File: config.mk
export PLATFORM = sky130hd
export DESIGN_NAME = aging_fifo_expiry_core
export DESIGN_NICKNAME = d
export VERILOG_FILES = /design/src/design/afe_pkg.sv /design/src/design/afe_ram.sv /design/src/design/afe_front.sv /design/src/design/afe_back.sv /design/src/design/aging_fifo_expiry_core.sv
export SDC_FILE = /design/constraint.sdc
export NUM_CORES = 1
export LEC_CHECK = 0
export ABC_AREA = 1
export BUFFER_PORTS_ARGS = -buffer_cell sky130_fd_sc_hd__buf_2
export CORE_MARGIN = 4
export CORE_UTILIZATION = 45
export CTS_CLUSTER_DIAMETER = 150
export CTS_CLUSTER_SIZE = 25
export DETAILED_ROUTE_END_ITERATION = 10
export HOLD_SLACK_MARGIN = 0.05
export SYNTH_ARGS = -nofsm -noshare
export SYNTH_HDL_FRONTEND = slang
export SYNTH_HIERARCHICAL = 1
export SYNTH_SLANG_ARGS = --single-unit
File: constraint.sdc
create_clock -name clk -period 5.2 [get_ports clk]
set_input_delay 0.26 -clock clk [delete_from_list [all_inputs] [get_ports clk]]
set_output_delay 0.26 -clock clk [all_outputs]
set_load 0.005 [all_outputs]
File: src/design/afe_pkg.sv
// Shared types and constants for the aging FIFO expiry block.
// Used by afe_front, afe_back and aging_fifo_expiry_core; no dependencies.
package afe_pkg;

  localparam int AFE_QUEUE_DEPTH = 16;
  localparam int AFE_MAX_POPS    = 16;
  localparam int AFE_DATA_W      = 32;
  localparam int AFE_DUR_W       = 16;
  localparam int AFE_CMDQ_DEPTH  = 2;

  localparam logic [AFE_DUR_W-1:0] AFE_RESET_DURATION = 16'd5;

  // Configuration register index (word address)
  localparam logic REG_EXPIRY_DURATION = 1'b0;

  typedef enum logic [1:0] {
    KIND_ACCEPT = 2'd0,
    KIND_DROP   = 2'd1,
    KIND_EXPIRE = 2'd2
  } kind_t;

  typedef struct packed {
    logic                  is_tick;
    logic [AFE_DATA_W-1:0] value;
  } cmd_t;

endpackage

File: src/design/afe_ram.sv
// Generic single-write, single-read RAM with registered read data.
// No dependencies.
module afe_ram #(
  parameter int WIDTH = 64,
  parameter int DEPTH = 16
) (
  input  logic                     clk,
  input  logic                     we,
  input  logic [$clog2(DEPTH)-1:0] waddr,
  input  logic [WIDTH-1:0]         wdata,
  input  logic [$clog2(DEPTH)-1:0] raddr,
  output logic [WIDTH-1:0]         rdata
);

  logic [WIDTH-1:0] mem [DEPTH];

  always_ff @(posedge clk) begin
    if (we) begin
      mem[waddr] <= wdata;
    end
    rdata <= mem[raddr];
  end

endmodule

File: src/design/afe_front.sv
// Front end: accepts input beats, decodes the request type and holds
// them in a two-entry command queue. Depends on afe_pkg.
module afe_front import afe_pkg::*; (
  input  logic                  clk,
  input  logic                  rst_n,
  input  logic                  in_tvalid,
  output logic                  in_tready,
  input  logic [AFE_DATA_W-1:0] in_tdata,   // [31:0] item_value
  input  logic                  in_tuser,   // [0] req_type
  output logic                  cmd_valid,
  input  logic                  cmd_ready,
  output cmd_t                  cmd
);

  cmd_t       q_r [AFE_CMDQ_DEPTH];
  logic       wr_ptr_r, wr_ptr_nxt;
  logic       rd_ptr_r, rd_ptr_nxt;
  logic [1:0] cnt_r, cnt_nxt;
  logic       push, pop;

  assign in_tready = (cnt_r != 2'(AFE_CMDQ_DEPTH));
  assign cmd_valid = (cnt_r != 2'd0);
  assign cmd       = q_r[rd_ptr_r];

  assign push = in_tvalid && in_tready;
  assign pop  = cmd_valid && cmd_ready;

  always_comb begin
    wr_ptr_nxt = push ? ~wr_ptr_r : wr_ptr_r;
    rd_ptr_nxt = pop  ? ~rd_ptr_r : rd_ptr_r;
    cnt_nxt    = cnt_r + 2'(push) - 2'(pop);
  end

  always_ff @(posedge clk) begin
    if (!rst_n) begin
      wr_ptr_r <= 1'b0;
      rd_ptr_r <= 1'b0;
      cnt_r    <= 2'd0;
    end else begin
      wr_ptr_r <= wr_ptr_nxt;
      rd_ptr_r <= rd_ptr_nxt;
      cnt_r    <= cnt_nxt;
    end
  end

  always_ff @(posedge clk) begin
    if (push) begin
      q_r[wr_ptr_r] <= '{is_tick: in_tuser, value: in_tdata};
    end
  end

endmodule

File: src/design/afe_back.sv
// Back end: entry store, time count, expiry sequencer and output register.
// Depends on afe_pkg and afe_ram.
module afe_back import afe_pkg::*; #(
  parameter int QUEUE_DEPTH = AFE_QUEUE_DEPTH
) (
  input  logic                  clk,
  input  logic                  rst_n,
  input  logic                  cmd_valid,
  output logic                  cmd_ready,
  input  cmd_t                  cmd,
  input  logic [AFE_DUR_W-1:0]  duration,
  output logic                  out_tvalid,
  input  logic                  out_tready,
  output logic [2*AFE_DATA_W-1:0] out_tdata,
  output kind_t                 out_tuser,
  output logic                  out_tlast
);

  localparam int PTR_W  = $clog2(QUEUE_DEPTH);
  localparam int CNT_W  = $clog2(QUEUE_DEPTH + 1);
  localparam int POP_W  = $clog2(AFE_MAX_POPS + 1);
  localparam int ENTRY_W = 2 * AFE_DATA_W;

  typedef enum logic [1:0] {
    ST_IDLE,
    ST_READ,
    ST_CHECK,
    ST_FLUSH
  } state_t;

  state_t                state_r, state_nxt;
  logic [PTR_W-1:0]      head_r, head_nxt;
  logic [PTR_W-1:0]      tail_r, tail_nxt;
  logic [CNT_W-1:0]      count_r, count_nxt;
  logic [AFE_DATA_W-1:0] time_r, time_nxt;
  logic [POP_W-1:0]      pops_r, pops_nxt;
  logic                  pend_vld_r, pend_vld_nxt;
  logic [AFE_DATA_W-1:0] pend_value_r, pend_value_nxt;
  logic [AFE_DATA_W-1:0] pend_age_r, pend_age_nxt;

  logic                  out_valid_r, out_valid_nxt;
  kind_t                 out_kind_r, out_kind_nxt;
  logic [AFE_DATA_W-1:0] out_value_r, out_value_nxt;
  logic [AFE_DATA_W-1:0] out_age_r, out_age_nxt;
  logic                  out_last_r, out_last_nxt;

  logic                  out_free;
  logic                  ram_we;
  logic [ENTRY_W-1:0]    ram_rdata;
  logic [AFE_DATA_W-1:0] rd_value, rd_stamp, rd_age;
  logic                  expired;

  // entry layout: stamp in the upper word, value in the lower
  afe_ram #(.WIDTH(ENTRY_W), .DEPTH(QUEUE_DEPTH)) u_store (
    .clk   (clk),
    .we    (ram_we),
    .waddr (tail_r),
    .wdata ({time_r, cmd.value}),
    .raddr (head_r),
    .rdata (ram_rdata)
  );

  assign rd_value = ram_rdata[AFE_DATA_W-1:0];
  assign rd_stamp = ram_rdata[ENTRY_W-1:AFE_DATA_W];
  assign rd_age   = time_r - rd_stamp;
  assign expired  = rd_age > {{(AFE_DATA_W-AFE_DUR_W){1'b0}}, duration};

  assign out_free  = !out_valid_r || out_tready;
  assign cmd_ready = (state_r == ST_IDLE) && out_free;

  assign out_tvalid = out_valid_r;
  assign out_tdata  = {out_age_r, out_value_r};
  assign out_tuser  = out_kind_r;
  assign out_tlast  = out_last_r;

  function automatic logic [PTR_W-1:0] ptr_inc(input logic [PTR_W-1:0] p);
    ptr_inc = (p == PTR_W'(QUEUE_DEPTH - 1)) ? '0 : p + 1'b1;
  endfunction

  always_comb begin
    state_nxt      = state_r;
    head_nxt       = head_r;
    tail_nxt       = tail_r;
    count_nxt      = count_r;
    time_nxt       = time_r;
    pops_nxt       = pops_r;
    pend_vld_nxt   = pend_vld_r;
    pend_value_nxt = pend_value_r;
    pend_age_nxt   = pend_age_r;
    out_valid_nxt  = out_valid_r && !out_tready;
    out_kind_nxt   = out_kind_r;
    out_value_nxt  = out_value_r;
    out_age_nxt    = out_age_r;
    out_last_nxt   = out_last_r;
    ram_we         = 1'b0;

    case (state_r)
      ST_IDLE: begin
        if (cmd_valid && out_free) begin
          if (!cmd.is_tick) begin
            out_valid_nxt = 1'b1;
            out_value_nxt = cmd.value;
            out_age_nxt   = '0;
            out_last_nxt  = 1'b1;
            if (count_r == CNT_W'(QUEUE_DEPTH)) begin
              out_kind_nxt = KIND_DROP;
            end else begin
              out_kind_nxt = KIND_ACCEPT;
              ram_we       = 1'b1;
              tail_nxt     = ptr_inc(tail_r);
              count_nxt    = count_r + 1'b1;
            end
          end else begin
            time_nxt     = time_r + 1'b1;
            pops_nxt     = '0;
            pend_vld_nxt = 1'b0;
            if (count_r != '0) begin
              state_nxt = ST_READ;
            end
          end
        end
      end
      ST_READ: begin
        // head entry lands in the RAM output register this cycle
        state_nxt = ST_CHECK;
      end
      ST_CHECK: begin
        if (expired) begin
          if (!pend_vld_r || out_free) begin
            if (pend_vld_r) begin
              out_valid_nxt = 1'b1;
              out_kind_nxt  = KIND_EXPIRE;
              out_value_nxt = pend_value_r;
              out_age_nxt   = pend_age_r;
              out_last_nxt  = 1'b0;
            end
            pend_vld_nxt   = 1'b1;
            pend_value_nxt = rd_value;
            pend_age_nxt   = rd_age;
            head_nxt       = ptr_inc(head_r);
            count_nxt      = count_r - 1'b1;
            pops_nxt       = pops_r + 1'b1;
            if (count_r == CNT_W'(1) || pops_r == POP_W'(AFE_MAX_POPS - 1)) begin
              state_nxt = ST_FLUSH;
            end else begin
              state_nxt = ST_READ;
            end
          end
        end else begin
          state_nxt = pend_vld_r ? ST_FLUSH : ST_IDLE;
        end
      end
      ST_FLUSH: begin
        if (out_free) begin
          out_valid_nxt = 1'b1;
          out_kind_nxt  = KIND_EXPIRE;
          out_value_nxt = pend_value_r;
          out_age_nxt   = pend_age_r;
          out_last_nxt  = 1'b1;
          pend_vld_nxt  = 1'b0;
          state_nxt     = ST_IDLE;
        end
      end
      default: begin
        state_nxt = ST_IDLE;
      end
    endcase
  end

  always_ff @(posedge clk) begin
    if (!rst_n) begin
      state_r     <= ST_IDLE;
      head_r      <= '0;
      tail_r      <= '0;
      count_r     <= '0;
      time_r      <= '0;
      pops_r      <= '0;
      pend_vld_r  <= 1'b0;
      out_valid_r <= 1'b0;
    end else begin
      state_r     <= state_nxt;
      head_r      <= head_nxt;
      tail_r      <= tail_nxt;
      count_r     <= count_nxt;
      time_r      <= time_nxt;
      pops_r      <= pops_nxt;
      pend_vld_r  <= pend_vld_nxt;
      out_valid_r <= out_valid_nxt;
    end
    pend_value_r <= pend_value_nxt;
    pend_age_r   <= pend_age_nxt;
    out_kind_r   <= out_kind_nxt;
    out_value_r  <= out_value_nxt;
    out_age_r    <= out_age_nxt;
    out_last_r   <= out_last_nxt;
  end

endmodule

File: src/design/aging_fifo_expiry_core.sv
// Aging FIFO with expiry. Enqueue: via the command queue and output register;
// one enqueue per cycle sustained while the output is taken and no tick is
// in progress. Tick: bumps the time count; on a non-empty queue each head
// entry gets a registered read of the entry store, then an age compare, and
// the last pop is flushed. Sync active-low reset empties the queue, clears the
// time count, sets duration to 5. Depends on afe_pkg, afe_front, afe_back.
module aging_fifo_expiry_core import afe_pkg::*; #(
  parameter int QUEUE_DEPTH = AFE_QUEUE_DEPTH
) (
  input  logic                    clk,
  input  logic                    rst_n,
  input  logic                    in_tvalid,
  output logic                    in_tready,
  input  logic [AFE_DATA_W-1:0]   in_tdata,    // [31:0] item_value
  input  logic                    in_tuser,    // [0] req_type
  output logic                    out_tvalid,
  input  logic                    out_tready,
  output logic [2*AFE_DATA_W-1:0] out_tdata,   // [31:0] out_value, [63:32] entry_age
  output logic [1:0]              out_tuser,   // [1:0] result_kind
  output logic                    out_tlast,   // last_of_run
  input  logic                    cfg_psel,
  input  logic                    cfg_penable,
  input  logic                    cfg_pwrite,
  input  logic [2:0]              cfg_paddr,
  input  logic [31:0]             cfg_pwdata,
  output logic [31:0]             cfg_prdata,
  output logic                    cfg_pready
);

  logic                 cmd_valid, cmd_ready;
  cmd_t                 cmd;
  logic [AFE_DUR_W-1:0] duration_r;
  kind_t                out_kind;
  logic                 cfg_wr;
  logic                 cfg_sel_dur;

  assign cfg_pready  = 1'b1;
  assign cfg_sel_dur = (cfg_paddr[2] == REG_EXPIRY_DURATION);
  assign cfg_wr      = cfg_psel && cfg_penable && cfg_pwrite && cfg_sel_dur;
  assign cfg_prdata  = cfg_sel_dur ? {{(32-AFE_DUR_W){1'b0}}, duration_r} : '0;

  always_ff @(posedge clk) begin
    if (!rst_n) begin
      duration_r <= AFE_RESET_DURATION;
    end else if (cfg_wr) begin
      duration_r <= cfg_pwdata[AFE_DUR_W-1:0];
    end
  end

  afe_front u_front (
    .clk       (clk),
    .rst_n     (rst_n),
    .in_tvalid (in_tvalid),
    .in_tready (in_tready),
    .in_tdata  (in_tdata),
    .in_tuser  (in_tuser),
    .cmd_valid (cmd_valid),
    .cmd_ready (cmd_ready),
    .cmd       (cmd)
  );

  afe_back #(.QUEUE_DEPTH(QUEUE_DEPTH)) u_back (
    .clk        (clk),
    .rst_n      (rst_n),
    .cmd_valid  (cmd_valid),
    .cmd_ready  (cmd_ready),
    .cmd        (cmd),
    .duration   (duration_r),
    .out_tvalid (out_tvalid),
    .out_tready (out_tready),
    .out_tdata  (out_tdata),
    .out_tuser  (out_kind),
    .out_tlast  (out_tlast)
  );

  assign out_tuser = out_kind;

endmodule
==> qor.txt <==
status = finished, final reports clean
leak pwr = 27.6 nW
Final period util = 89.0%
Hold Crit Endpoint = u_back/time_r[15]
drt pass-1 iters = 5
r2r startpoint = u_back/time_r[0]
FF+latch count, synth = 1,360
max-cap violations = 0
clk root buf = clkbuf_16
# clock sinks = 1,360
drt initial violations = 3,497
Vias per Instance = 4.98
largest cells by area after synthesis = edfxtp_1 (61%), nand2_1 (11%), nand3_1 (7.1%)
die area = 139,000 sq um
reg2reg setup slack = 0.57 ns
initial antenna violation count = 0
reg2reg end = u_back/out_age_r[12]
post-synthesis cell area = 60,000 sq um
H-tree lvl count = 2
PnR worst setup slack = 0.573 ns
Combinational Power Share = 18.3%
total global routing overflow = 0
Tot Pwr = 23.5 mW
Tot GR Track Use = 20.6%
Worst Skew = 0.0962 ns
WL per Instance = 18.7 um
fmax = 216 MHz
# DRC = 0
WP data required = 5.66 ns
Yosys top cell by area = edfxtp_1
pin count of the biggest net entering global routing = 198
gp weighted congestion = 0.816
Core Rows = 133
first-pass GRT wire length = 224 mm
vias in the first global route = 37.2k
die width = 373 um
die height = 373 um
kind of critical path = reg2reg
Main synth FF type = edfxtp_1
hold path depth = 4
sequential fraction of the synthesis area = 65.8%
# IOs = 177
synthesized area per cell = 10.1 sq um
Mapped Cells = 5,937
core area = 132,000 sq um
unrepaired setup endpoints after global routing = no
min-delay src = rst_n
synth warn = 6
final hold vios = 0
layout cells sized above 1 = 7.01%
number of port buffers = 141
CTS tree = done
Final Core Density = 49.2%
design area = 65,000 sq um
Max Fanout on Critical Path = 62
endpoint type of the worst setup path = flop
CTS max path bufs = 3
Commonest cells post-synth = nand2_1 (1,830), edfxtp_1 (1,221), inv_1 (1,091)
Inserted Clock Buffers = 60
Slew HR = 25.6%
Tmin final = 4.63 ns
post-detail-place hpwl = 79.3 mm
Max VDD drop = 0.344 mV
WL final = 147 mm
endpoints failing setup = 0
sequential cell fraction of total power = 57.8%
EDFF count, synth = 1,221
clock power share = 23.8%
count leader, synth = nand2_1
Yosys top cell area share = 61.1%
via count = 39.2k
antenna violation net count after detailed routing = 0
P_int = 16.9 mW
Fillers = 11.7k
Post-Route Setup TNS = 0 ns
net switching power figure = 6.63 mW
worst-margin pin slew = 1.12 ns
Hold Crit Class = in2reg
max-slew violation count = 0
Setup crit start kind = flop
synth-to-layout area growth = 8.27%
Worst R2R Path Depth = 25
# nets final = 6,210
Setup WS pre-CTS = 0.398 ns
starting density of the core = 45.5%
Switching Share = 28.2%
Yosys cell types = 50
post-place instance area = 62,300 sq um
pwr dens = 362 nW/um^2
CP arrival = 5.09 ns
Post-synth ARST share = 0%
clk slew on worst S/H paths = 0.11 ns
worst-skew pair later-pin latency = 0.76 ns
[metrics by stage]
stage	hold WS, ns	cells
finish	0.155	7876
global route	0.158	7875
CTS	0.110	7875
detailed placement	0.389	7682
global placement	0.386	7682
floorplan	0.353	5952
[sequential cells by signal, indices dropped and copies added (netlist names), named ones only]
name,flops
duration_r,16
u_back/count_r,5
u_back/head_r,4
u_back/out_age_r,32
u_back/out_tlast,1
u_back/out_tuser,2
u_back/out_tvalid,1
u_back/out_value_r,32
u_back/pend_age_r,32
u_back/pend_value_r,32
u_back/pend_vld_r,1
u_back/pops_r,5
u_back/state_r,2
u_back/tail_r,4
u_back/time_r,32
u_back/u_store/mem,1024
u_back/u_store/rdata,64
u_front/cnt_r,2
u_front/q_r,66
u_front/rd_ptr_r,1
u_front/wr_ptr_r,1
[logic make-up after synthesis]
group,Yosys count,share of synthesized area (%)
buf+inv,1361,9.74
xor+xnor,30,0.438
fa+ha+maj,63,1.33
mux,33,0.807
simple gates,2985,21.0
compound gates,103,0.909
other cells,2,0.0125
flops,1360,65.8
[critical path, cell delays in order (launching register included)]
cell and delay [ns]:
dfxtp_1 0.35, inv_1 0.08, ha_1 0.23, fa_1 0.41
inv_1 0.13, nand2_1 0.06, nand3_1 0.17, nand2_1 0.07
nand2_1 0.11, xor2_1 0.28, ha_1 0.17, nand2_1 0.06
nor2_1 0.17, nand3_1 0.13, nor2_1 0.14, nand2_1 0.06
nand3_1 0.07, nand2_1 0.12, nand3_1 0.11, nor2_1 0.05
nand2_1 0.12, nor2_4 0.07, nand2_4 0.11, nand3_1 0.16
inv_6 0.57, buf_4 0.28
[layout by cell type (no fill, tap or decap), drive strengths merged]
cell and count:
diode 1, nor3 20, conb 17, and3 2, nand3 854, nand2 1852
clkinv 6, a21oi 63, o21ba 1, and2 2, nor4 3, buf 233
dlygate4sd3 83, nor2 225, edfxtp 1221, a2111oi 1, nand3b 4, o21bai 3
ha 62, xor2 24, nand4 20, dfxtp 139, xnor2 6, o21a 1
a211oi 3, o21ai 31, inv 1102, mux2 33, nor3b 2, or2 1
fa 1, clkbuf 105
[what timing repair did]
| action | in CTS | in global routing |
|---|---|---|
| hold buffers | 83 | 0 |
| setup buffers | 0 | 0 |
| setup endpoints to repair | 0 | 6 |
| endpoints found under the hold margin | 84 | 0 |
| gates resized for setup | 0 | 1 |
[routing by layer]
metal / up-vias / global-route usage, % / routed length, um
li1: 19180 / - / -
met1: 18871 / 28.4 / 65600
met2: 1014 / 35.4 / 71200
met3: 167 / 2.09 / 7290
met4: 0 / 4.48 / 3110
met5: - / 0 / 0
[power groups by stage]
stage	registers [mW]	clock network [mW]	logic, mW
2_1_floorplan	13.9	0	2.78
3_3_place_gp	13.8	0	4.29
3_5_place_dp	13.9	0	4.34
4_1_cts	13.6	5.76	4.40
5_1_grt	13.7	6.18	4.84
6_report	13.6	5.60	4.31
[worst max path at each step]
| stage | from | endpoint | cells after the start |
|---|---|---|---|
| 3_3_place_gp | u_back/time_r[0] | u_back/out_age_r[12] | 25 |
| 5_1_grt | u_back/time_r[0] | u_back/out_age_r[12] | 25 |
| 3_5_place_dp | u_back/time_r[0] | u_back/out_age_r[19] | 25 |
| 2_1_floorplan | flop | u_back/u_store/mem[12][0] | 7 |
| 4_1_cts | u_back/time_r[0] | u_back/out_age_r[16] | 25 |
| 6_report | u_back/time_r[0] | u_back/out_age_r[12] | 25 |
[area by class of cell]
class | count | area [sq um] | share of cell area, %
repair buffers | 316 | 2440 | 3.76
well taps | 1755 | 2200 | 3.38
diodes | 1 | 2.50 | 0.00385
flip-flops and latches | 1360 | 39500 | 60.8
clock inverters | 5 | 93.8 | 0.144
multi-input cells | 3231 | 14900 | 22.9
clock buffers | 105 | 1680 | 2.59
inverters | 1103 | 4180 | 6.44
Power figures use the tool's default switching activity.
